[config.mk]
export PLATFORM = sky130hd
export DESIGN_NAME = packstream_value_encoder
export DESIGN_NICKNAME = d
export VERILOG_FILES = /design/src/pve_pkg.sv /design/src/packstream_value_encoder.sv /design/src/pve_classify.sv /design/src/pve_fifo.sv /design/src/pve_serialize.sv
export SDC_FILE = /design/constraint.sdc
export NUM_CORES = 1
export LEC_CHECK = 0
export BUFFER_PORTS_ARGS = -buffer_cell sky130_fd_sc_hd__buf_4
export CELL_PAD_IN_SITES_DETAIL_PLACEMENT = 1
export CELL_PAD_IN_SITES_GLOBAL_PLACEMENT = 2
export CORE_MARGIN = 10
export CORE_UTILIZATION = 46
export DETAILED_ROUTE_END_ITERATION = 10
export GPL_TIMING_DRIVEN = 0
export PLACE_DENSITY_LB_ADDON = 0.15
export SYNTH_ARGS = -nofsm -noshare
export SYNTH_HDL_FRONTEND = slang
export SYNTH_SLANG_ARGS = --single-unit
[constraint.sdc]
create_clock -name i_clk -period 18.71 [get_ports i_clk]
set_input_delay 0.9355 -clock i_clk [delete_from_list [all_inputs] [get_ports i_clk]]
set_output_delay 0.9355 -clock i_clk [all_outputs]
set_load 0.005 [all_outputs]
[src/pve_pkg.sv]
// Package: shared types, marker constants and descriptor layout for the PackStream value encoder.
`timescale 1ns / 1ps

package pve_pkg;

    // Item kinds on the action field
    typedef enum logic [3:0] {
        ActNull   = 4'd0,
        ActBool   = 4'd1,
        ActInt    = 4'd2,
        ActFloat  = 4'd3,
        ActStr    = 4'd4,
        ActList   = 4'd5,
        ActMap    = 4'd6,
        ActStruct = 4'd7,
        ActData   = 4'd8
    } t_action;

    // Header families sharing the tiny/8/16/32 size forms
    typedef enum logic [1:0] {
        HdrStr  = 2'd0,
        HdrList = 2'd1,
        HdrMap  = 2'd2
    } t_hdr_kind;

    typedef enum logic [1:0] {
        FormTiny = 2'd0,
        Form8    = 2'd1,
        Form16   = 2'd2,
        Form32   = 2'd3
    } t_hdr_form;

    // Marker bytes
    localparam logic [7:0] MkNull     = 8'hC0;
    localparam logic [7:0] MkFloat64  = 8'hC1;
    localparam logic [7:0] MkFalse    = 8'hC2;
    localparam logic [7:0] MkTrue     = 8'hC3;
    localparam logic [7:0] MkInt8     = 8'hC8;
    localparam logic [7:0] MkInt16    = 8'hC9;
    localparam logic [7:0] MkInt32    = 8'hCA;
    localparam logic [7:0] MkInt64    = 8'hCB;
    localparam logic [7:0] MkStruct8  = 8'hDC;
    localparam logic [7:0] MkStruct16 = 8'hDD;
    localparam logic [7:0] MkTStruct  = 8'hB0;

    // Range limits
    localparam logic signed [63:0] TinyIntMin = -64'sd16;
    localparam logic signed [63:0] TinyIntMax = 64'sd127;
    localparam logic [31:0]        TinySizeMax  = 32'h0000_000F;
    localparam logic [31:0]        Size8Max     = 32'h0000_00FF;
    localparam logic [31:0]        Size16Max    = 32'h0000_FFFF;

    // Payload bytes of one item at most, and queue sizing
    localparam int PayloadBytes = 8;
    localparam int FifoDepth    = 4;
    localparam int FifoAw       = $clog2(FifoDepth);

    // One classified item: marker, left-aligned big-endian payload, payload length
    typedef struct packed {
        logic        status_err;
        logic [7:0]  marker;
        logic [63:0] payload;
        logic [3:0]  nbytes;
    } t_desc;

    // Marker for a string, list or map header in a given size form
    function automatic logic [7:0] hdr_mark(input t_hdr_kind kind, input t_hdr_form form);
        logic [7:0] m;
        m = 8'h00;
        unique case (kind)
            HdrStr: begin
                unique case (form)
                    FormTiny: m = 8'h80;
                    Form8:    m = 8'hD0;
                    Form16:   m = 8'hD1;
                    default:  m = 8'hD2;
                endcase
            end
            HdrList: begin
                unique case (form)
                    FormTiny: m = 8'h90;
                    Form8:    m = 8'hD4;
                    Form16:   m = 8'hD5;
                    default:  m = 8'hD6;
                endcase
            end
            default: begin
                unique case (form)
                    FormTiny: m = 8'hA0;
                    Form8:    m = 8'hD8;
                    Form16:   m = 8'hD9;
                    default:  m = 8'hDA;
                endcase
            end
        endcase
        return m;
    endfunction

endpackage

[src/packstream_value_encoder.sv]
// Top level: PackStream v1 value encoder, classifier, descriptor queue and serializer.
`timescale 1ns / 1ps
//
// Usage:
//   Input side is a queue: drive an item on i_action/i_value/i_count/i_tag/
//   i_data_byte with i_push; the transaction completes on an edge where
//   o_full is low. Action codes 9..15 are taken and dropped silently.
//   Result side is a queue: while o_empty is low the oldest encoded byte
//   sits on o_out_byte with o_byte_valid, o_last_of_item and o_status;
//   i_pop takes it. Bytes come marker first, then payload big-endian.
//   The marker of an item passes through the descriptor queue, then the output register,
//   to reach the result ports. Throughput: one result per cycle on the output side while
//   i_pop takes each result, so an item occupies the serializer for its marker plus up
//   to eight payload bytes, which sets the rate; a four-entry descriptor queue lets
//   the front keep taking items while long ones are being sent.
//   A struct header with count above 0xFFFF latches an error: it and every
//   later item yield one status-only result (o_status high, no byte).
//   Reset (synchronous, active low) empties the queue and clears the error.
//   When the receiver stalls, the output register holds and the queue fills,
//   then o_full rises.

module packstream_value_encoder
    import pve_pkg::*;
(
    input  logic               i_clk,
    input  logic               i_rst_n,
    input  logic               i_push,
    output logic               o_full,
    input  logic [3:0]         i_action,
    input  logic signed [63:0] i_value,
    input  logic [31:0]        i_count,
    input  logic [7:0]         i_tag,
    input  logic [7:0]         i_data_byte,
    input  logic               i_pop,
    output logic               o_empty,
    output logic [7:0]         o_out_byte,
    output logic               o_byte_valid,
    output logic               o_last_of_item,
    output logic               o_status
);

    logic  w_accept;
    logic  w_push;
    t_desc w_desc_in;
    t_desc w_desc_out;
    logic  w_err;
    logic  w_q_full;
    logic  w_q_empty;
    logic  w_q_pop;

    assign o_full   = w_q_full;
    assign w_accept = i_push && !w_q_full;

    pve_classify u_classify (
        .i_clk       (i_clk),
        .i_rst_n     (i_rst_n),
        .i_accept    (w_accept),
        .i_action    (i_action),
        .i_value     (i_value),
        .i_count     (i_count),
        .i_tag       (i_tag),
        .i_data_byte (i_data_byte),
        .o_push      (w_push),
        .o_desc      (w_desc_in),
        .o_err       (w_err)
    );

    pve_fifo u_fifo (
        .i_clk   (i_clk),
        .i_rst_n (i_rst_n),
        .i_push  (w_push),
        .i_data  (w_desc_in),
        .i_pop   (w_q_pop),
        .o_data  (w_desc_out),
        .o_full  (w_q_full),
        .o_empty (w_q_empty)
    );

    pve_serialize u_serialize (
        .i_clk          (i_clk),
        .i_rst_n        (i_rst_n),
        .i_desc         (w_desc_out),
        .i_desc_empty   (w_q_empty),
        .o_desc_pop     (w_q_pop),
        .i_pop          (i_pop),
        .o_empty        (o_empty),
        .o_out_byte     (o_out_byte),
        .o_byte_valid   (o_byte_valid),
        .o_last_of_item (o_last_of_item),
        .o_status       (o_status)
    );

    // Oversized struct header latches the error on the next edge
    a_err_set: assert property (@(posedge i_clk) disable iff (!i_rst_n)
        (i_push && !o_full && i_action == ActStruct && i_count > Size16Max) |=> w_err)
        else $error("struct overflow did not latch error");

    // Error is sticky until reset
    a_err_sticky: assert property (@(posedge i_clk) disable iff (!i_rst_n)
        w_err |=> w_err)
        else $error("error flag cleared without reset");

    // A status result carries no byte and closes its item
    a_status_shape: assert property (@(posedge i_clk) disable iff (!i_rst_n)
        (!o_empty && o_status) |-> (!o_byte_valid && o_last_of_item))
        else $error("status result malformed");

    // Queue never reports full and empty together
    a_queue_sane: assert property (@(posedge i_clk) disable iff (!i_rst_n)
        !(w_q_full && w_q_empty))
        else $error("descriptor queue full and empty at once");

endmodule

[src/pve_classify.sv]
// Front end: accepts value items, picks the encoding form and holds the sticky error.
`timescale 1ns / 1ps

module pve_classify
    import pve_pkg::*;
(
    input  logic               i_clk,
    input  logic               i_rst_n,
    input  logic               i_accept,
    input  logic [3:0]         i_action,
    input  logic signed [63:0] i_value,
    input  logic [31:0]        i_count,
    input  logic [7:0]         i_tag,
    input  logic [7:0]         i_data_byte,
    output logic               o_push,
    output t_desc              o_desc,
    output logic               o_err
);

    logic       r_err;
    logic       n_err;
    logic       w_known;
    logic       w_struct_big;
    t_hdr_kind  w_kind;
    t_desc      w_norm;

    assign w_known      = (i_action <= ActData);
    assign w_struct_big = (i_action == ActStruct) && (i_count > Size16Max);

    // Header family for string, list and map
    always_comb begin
        unique case (i_action)
            ActStr:  w_kind = HdrStr;
            ActList: w_kind = HdrList;
            default: w_kind = HdrMap;
        endcase
    end

    // Encoding form of a normal item
    always_comb begin
        w_norm            = '0;
        w_norm.status_err = 1'b0;
        unique case (i_action)
            ActNull: w_norm.marker = MkNull;
            ActBool: w_norm.marker = i_value[0] ? MkTrue : MkFalse;
            ActInt: begin
                priority if (i_value >= TinyIntMin && i_value <= TinyIntMax) begin
                    w_norm.marker = i_value[7:0];
                end else if (i_value == {{56{i_value[7]}}, i_value[7:0]}) begin
                    w_norm.marker  = MkInt8;
                    w_norm.payload = {i_value[7:0], 56'd0};
                    w_norm.nbytes  = 4'd1;
                end else if (i_value == {{48{i_value[15]}}, i_value[15:0]}) begin
                    w_norm.marker  = MkInt16;
                    w_norm.payload = {i_value[15:0], 48'd0};
                    w_norm.nbytes  = 4'd2;
                end else if (i_value == {{32{i_value[31]}}, i_value[31:0]}) begin
                    w_norm.marker  = MkInt32;
                    w_norm.payload = {i_value[31:0], 32'd0};
                    w_norm.nbytes  = 4'd4;
                end else begin
                    w_norm.marker  = MkInt64;
                    w_norm.payload = i_value;
                    w_norm.nbytes  = 4'(PayloadBytes);
                end
            end
            ActFloat: begin
                w_norm.marker  = MkFloat64;
                w_norm.payload = i_value;
                w_norm.nbytes  = 4'(PayloadBytes);
            end
            ActStr, ActList, ActMap: begin
                priority if (i_count <= TinySizeMax) begin
                    w_norm.marker = hdr_mark(w_kind, FormTiny) | {4'd0, i_count[3:0]};
                end else if (i_count <= Size8Max) begin
                    w_norm.marker  = hdr_mark(w_kind, Form8);
                    w_norm.payload = {i_count[7:0], 56'd0};
                    w_norm.nbytes  = 4'd1;
                end else if (i_count <= Size16Max) begin
                    w_norm.marker  = hdr_mark(w_kind, Form16);
                    w_norm.payload = {i_count[15:0], 48'd0};
                    w_norm.nbytes  = 4'd2;
                end else begin
                    w_norm.marker  = hdr_mark(w_kind, Form32);
                    w_norm.payload = {i_count, 32'd0};
                    w_norm.nbytes  = 4'd4;
                end
            end
            ActStruct: begin
                // tag byte rides as the last payload byte
                priority if (i_count <= TinySizeMax) begin
                    w_norm.marker  = MkTStruct | {4'd0, i_count[3:0]};
                    w_norm.payload = {i_tag, 56'd0};
                    w_norm.nbytes  = 4'd1;
                end else if (i_count <= Size8Max) begin
                    w_norm.marker  = MkStruct8;
                    w_norm.payload = {i_count[7:0], i_tag, 48'd0};
                    w_norm.nbytes  = 4'd2;
                end else begin
                    w_norm.marker  = MkStruct16;
                    w_norm.payload = {i_count[15:0], i_tag, 40'd0};
                    w_norm.nbytes  = 4'd3;
                end
            end
            default: w_norm.marker = i_data_byte;
        endcase
    end

    // Error path overrides: one status-only result per item
    always_comb begin
        n_err  = r_err;
        o_desc = w_norm;
        if (r_err || w_struct_big) begin
            o_desc            = '0;
            o_desc.status_err = 1'b1;
        end
        if (i_accept && w_known && w_struct_big) begin
            n_err = 1'b1;
        end
    end

    assign o_push = i_accept && w_known;
    assign o_err  = r_err;

    always_ff @(posedge i_clk) begin
        if (!i_rst_n) begin
            r_err <= 1'b0;
        end else begin
            r_err <= n_err;
        end
    end

endmodule

[src/pve_fifo.sv]
// Descriptor queue between the classifier and the byte serializer.
`timescale 1ns / 1ps

module pve_fifo
    import pve_pkg::*;
(
    input  logic  i_clk,
    input  logic  i_rst_n,
    input  logic  i_push,
    input  t_desc i_data,
    input  logic  i_pop,
    output t_desc o_data,
    output logic  o_full,
    output logic  o_empty
);

    t_desc             r_mem [FifoDepth];
    logic [FifoAw-1:0] r_wr_ptr;
    logic [FifoAw-1:0] r_rd_ptr;
    logic [FifoAw:0]   r_cnt;
    logic              w_wr;
    logic              w_rd;

    assign o_full  = (r_cnt == (FifoAw+1)'(FifoDepth));
    assign o_empty = (r_cnt == '0);
    assign w_wr    = i_push && !o_full;
    assign w_rd    = i_pop && !o_empty;
    assign o_data  = r_mem[r_rd_ptr];

    // Storage, no reset needed
    always_ff @(posedge i_clk) begin
        if (w_wr) begin
            r_mem[r_wr_ptr] <= i_data;
        end
    end

    // Pointers and fill count
    always_ff @(posedge i_clk) begin
        if (!i_rst_n) begin
            r_wr_ptr <= '0;
            r_rd_ptr <= '0;
            r_cnt    <= '0;
        end else begin
            if (w_wr) begin
                r_wr_ptr <= r_wr_ptr + 1'b1;
            end
            if (w_rd) begin
                r_rd_ptr <= r_rd_ptr + 1'b1;
            end
            unique case ({w_wr, w_rd})
                2'b10:   r_cnt <= r_cnt + 1'b1;
                2'b01:   r_cnt <= r_cnt - 1'b1;
                default: r_cnt <= r_cnt;
            endcase
        end
    end

endmodule

[src/pve_serialize.sv]
// Back end: walks one descriptor out as bytes into the output register.
`timescale 1ns / 1ps

module pve_serialize
    import pve_pkg::*;
(
    input  logic       i_clk,
    input  logic       i_rst_n,
    input  t_desc      i_desc,
    input  logic       i_desc_empty,
    output logic       o_desc_pop,
    input  logic       i_pop,
    output logic       o_empty,
    output logic [7:0] o_out_byte,
    output logic       o_byte_valid,
    output logic       o_last_of_item,
    output logic       o_status
);

    logic        r_out_valid;
    logic [7:0]  r_out_byte;
    logic        r_byte_valid;
    logic        r_last;
    logic        r_status;
    logic        r_act;
    logic [63:0] r_shift;
    logic [3:0]  r_left;
    logic        w_slot;

    // Output slot frees when empty or its transaction completes this edge
    assign w_slot     = !r_out_valid || i_pop;
    assign o_desc_pop = w_slot && !r_act && !i_desc_empty;

    always_ff @(posedge i_clk) begin
        if (!i_rst_n) begin
            r_out_valid <= 1'b0;
            r_act       <= 1'b0;
        end else if (w_slot) begin
            priority if (r_act) begin
                // next payload byte, big-endian
                r_out_valid  <= 1'b1;
                r_out_byte   <= r_shift[63:56];
                r_byte_valid <= 1'b1;
                r_status     <= 1'b0;
                r_last       <= (r_left == 4'd1);
                r_shift      <= {r_shift[55:0], 8'd0};
                r_left       <= r_left - 4'd1;
                if (r_left == 4'd1) begin
                    r_act <= 1'b0;
                end
            end else if (!i_desc_empty) begin
                // marker byte or status-only result
                r_out_valid  <= 1'b1;
                r_out_byte   <= i_desc.status_err ? 8'd0 : i_desc.marker;
                r_byte_valid <= !i_desc.status_err;
                r_status     <= i_desc.status_err;
                r_last       <= i_desc.status_err || (i_desc.nbytes == 4'd0);
                r_shift      <= i_desc.payload;
                r_left       <= i_desc.nbytes;
                r_act        <= !i_desc.status_err && (i_desc.nbytes != 4'd0);
            end else begin
                r_out_valid <= 1'b0;
            end
        end
    end

    assign o_empty        = !r_out_valid;
    assign o_out_byte     = r_out_byte;
    assign o_byte_valid   = r_byte_valid;
    assign o_last_of_item = r_last;
    assign o_status       = r_status;

endmodule
==> out/qor.yml <==
outcome:
  outcome: "finished with violations"
  failed_checks: "capacitance limit, slew limit"
worst_setup_path:
  startpoint: "i_value[49]"
  crit_required_ns: 18.97
  cp_num_buf_inv: 2
  crit_path_end: "u_fifo.r_mem[2][51]"
  critPathTopFamily: "simple AND/OR/NAND/NOR gates"
  cp.arrival_ns: 4.42
  critical_path.max_stage_delay_ns: 0.89
  crit_type: "input pin to flop"
  reg2reg_setup_slack_ns: 15.38
  start_kind: "input pin"
  r2r_cells: 6
  cp.depth: 9
  cp_cell_sequence: "buf_4, nand4_1, nor4_1, and3_1, o211ai_1, nor3_1, buf_2, a21boi_0, o21ai_0"
  slowest_stage: "nor3_1"
  r2r_end: "u_serialize.r_shift[15]"
  end_kind: "flop"
  cp_max_fo: 10
final_layout:
  final_common_cell: "edfxtp_1"
  n_fill_cell: 3674
  diodes: 0
  areaGrowthSynthToFinish_pct: 17.9
  post-route-util_pct: 54.7
  nets: 1485
  layout_common_cells: "387 x edfxtp_1, 216 x nand2_1, 131 x buf_4"
  drive_gt1_share_pct: 22.3
power_and_ir_drop:
  p_comb_share_pct: 23.1
  p_sw_share_pct: 29.0
  power_uw: 2570
  power_density_nw_per_um2: 125
  seqPwrFrac_pct: 46.5
  intPower_uw: 1830
  switching_power_uw: 746
  clkPwrFrac_pct: 30.4
  max-vdd-ir-drop_uv: 72.9
  p_leak_uw: 0.00694
floorplan:
  design.die.area_um2: 46000
  die_h_um: 214
  rows: 71
  initial_core_util_pct: 46.4
  ios: 133
  coreArea_um2: 37500
  die_x_um: 214
clocking:
  cts_buffers: 43
  clk_latency_ns: 0.58
  htreeDepth: 2
  cts_resized: 0
  cts.sinks: 399
  cts_hold_buf: 0
  cts.path.max_buffers: 3
  cts_tree: "done"
  post-cts-setup-buffers: 0
  clock-root-buffer: "clkbuf_16"
  clk_pin_slew_ns: 0.06
global_routing:
  grt_util_met1_pct: 32.3
  grt_pass1_wl_mm: 80.8
  grt-ovfl-total: 0
  grt_pass1_vias: 11900
  grtUsageMet3_pct: 5.50
  grt_max_degree: 55
  antenna_found_initial: 2
  track_usage_pct: 23.8
  grt-busiest-layer: "met2"
  met2_usage_pct: 36.9
yosys:
  synth-compound-area-share_pct: 6.97
  syn-num-nets: 1298
  synthDistinctLibCells: 54
  synth_largest_area_cell: "edfxtp_1"
  synth_area_leaders: "edfxtp_1 67%, mux4_2 10%, nand2_1 4.7%"
  yosys_warnings: 0
  synthMuxAreaShare_pct: 10.6
  synth-edff-count: 387
  synthArstFlopShare_pct: 0
  yosysSeqAreaShare_pct: 68.2
  synth-seq-cells: 399
  synth-simple-area-share_pct: 11.3
  synth_top_family_by_area: "simple AND/OR/NAND/NOR gates"
  synth_top_cell_area_share_pct: 66.8
  yosys.area_share.xor_xnor_pct: 0.403
  synth_flop_cell: "edfxtp_1"
  avgSynthCellArea_um2: 14.9
  synth_area_um2: 17400
  synth_fa_ha_area_share_pct: 0.619
  synth_cells: 1170
route:
  drtIter0Drc: 1203
  dr.pass1.iters: 8
  postRouteAntennaNets: 0
  viasPerCell: 6.05
  drt-total-wl_mm: 55.2
  num_vias: 11500
  wl_per_cell_um: 29.1
  drc_errors: 0
timing:
  finalCriticalPeriod_ns: 4.16
  whs_ns: 0.514
  rsz0062_at_grt: "false"
  setup_viol: 0
  tightest_slew_ns: 1.50
  hold_viol: 0
  slew_viol_final: 10
  max_slew_margin_pct: -0.963
  fin_crit_sh_pct: 22.2
  fmax_ghz: 0.240
  tns_ns: 0
  skew_ns: 0.0217
place:
  io_buffers: 131
  hpwl_mm: 40.4
  gp_congestion: 0.982
flow_run:
  maxCapViolations: 1
min_path:
  min_path_type: "flop to flop"
==> how the worst min path moves through the flow <==
stage	startpoint	end	slack (ns)	cells past startpoint
after detailed placement	u_serialize.r_shift[53]	u_serialize.r_shift[61]	0.50	2
after floorplan	u_classify.o_err	u_classify.o_err	0.47	1
after global routing	u_serialize.r_shift[15]	u_serialize.r_shift[23]	0.53	2
after CTS	u_serialize.r_shift[15]	u_serialize.r_shift[23]	0.52	2
final	u_serialize.r_shift[15]	u_serialize.r_shift[23]	0.51	2
after global placement	u_serialize.r_shift[55]	u_serialize.r_shift[63]	0.50	2
==> per-stage QoR <==
step / instance area (um^2) / cells / setup WS [ns]
6_report: 20500 / 1900 / 14.55
4_1_cts: 20500 / 1900 / 14.70
5_1_grt: 20500 / 1900 / 14.47
3_3_place_gp: 19000 / 1812 / 8.11
3_5_place_dp: 19200 / 1823 / 14.13
2_1_floorplan: 17400 / 1170 / 11.33
==> flip-flops by register name, indices dropped and copies added, names as in the netlist, named ones only <==
signal                      cells
u_fifo.r_mem                  308
u_serialize.r_shift            64
u_serialize.o_out_byte          8
u_serialize.r_left              4
u_fifo.r_cnt                    3
u_fifo.r_rd_ptr                 2
u_fifo.r_wr_ptr                 2
u_classify.o_err                1
u_serialize.o_byte_valid        1
u_serialize.o_last_of_item      1
u_serialize.o_status            1
u_serialize.r_act               1
u_serialize.r_out_valid         1
==> cells by family (layout without fill, tap and decap cells) <==
group | Yosys count | after routing
xor gates and xnor gates | 8 | 8
buffers and inverters | 84 | 303
DFF | 399 | 399
adders and majority gates | 8 | 8
and+or+nand+nor | 416 | 416
AOI/OAI and AO/OA | 168 | 168
muxes | 87 | 87
==> worst min-delay path, delay by kind of cell (launching register included) <==
family / cells / cell delay (ns)
flops: 1 / 0.32
simple gates: 2 / 0.09
==> synthesized netlist by cell type (9+ instances only) <==
| cell | instances |
|---|---|
| nand2_1 | 216 |
| a21boi_0 | 10 |
| a221oi_1 | 15 |
| nand4_1 | 19 |
| mux4_2 | 77 |
| nor3_1 | 19 |
| o22a_1 | 12 |
| edfxtp_1 | 387 |
| buf_2 | 10 |
| nor2b_1 | 9 |
| a222oi_1 | 17 |
| nor4_1 | 25 |
| o211ai_1 | 16 |
| buf_1 | 12 |
| dfxtp_1 | 12 |
| clkbuf_1 | 43 |
| a21oi_1 | 33 |
| o21ai_0 | 31 |
| inv_1 | 18 |
| and2_1 | 54 |
| nor2_1 | 40 |
| nand2b_1 | 9 |
==> power groups by stage <==
stage	sequential (uW)	clock (uW)	combinational [uW]
after CTS	1200	795	605
after detailed placement	1210	0	600
after global routing	1200	834	655
after floorplan	1210	0	361
after global placement	1230	0	565
final	1190	782	595
==> routing by layer <==
| layer | share of wire (%) | wire, um | vias to the layer above |
|---|---|---|---|
| met3 | 8.3 | 4580 | 98 |
| met5 | 0.024 | 13 | - |
| met1 | 42 | 23100 | 5902 |
| met4 | 3.1 | 1720 | 2 |
| li1 | - | - | 4973 |
| met2 | 47 | 25800 | 521 |
==> area by class of cell <==
class | count | area, um^2 | area share [%]
Sequential cell | 399 | 11900 | 57.9
Multi-Input combinational cell | 687 | 5210 | 25.4
Timing Repair Buffer | 142 | 1170 | 5.72
Clock buffer | 53 | 1160 | 5.64
Tap cell | 511 | 639 | 3.12
Buffer | 65 | 256 | 1.25
Clock inverter | 24 | 130 | 0.635
Inverter | 19 | 71.3 | 0.348
Note: power is estimated with default switching activity, not from simulation.
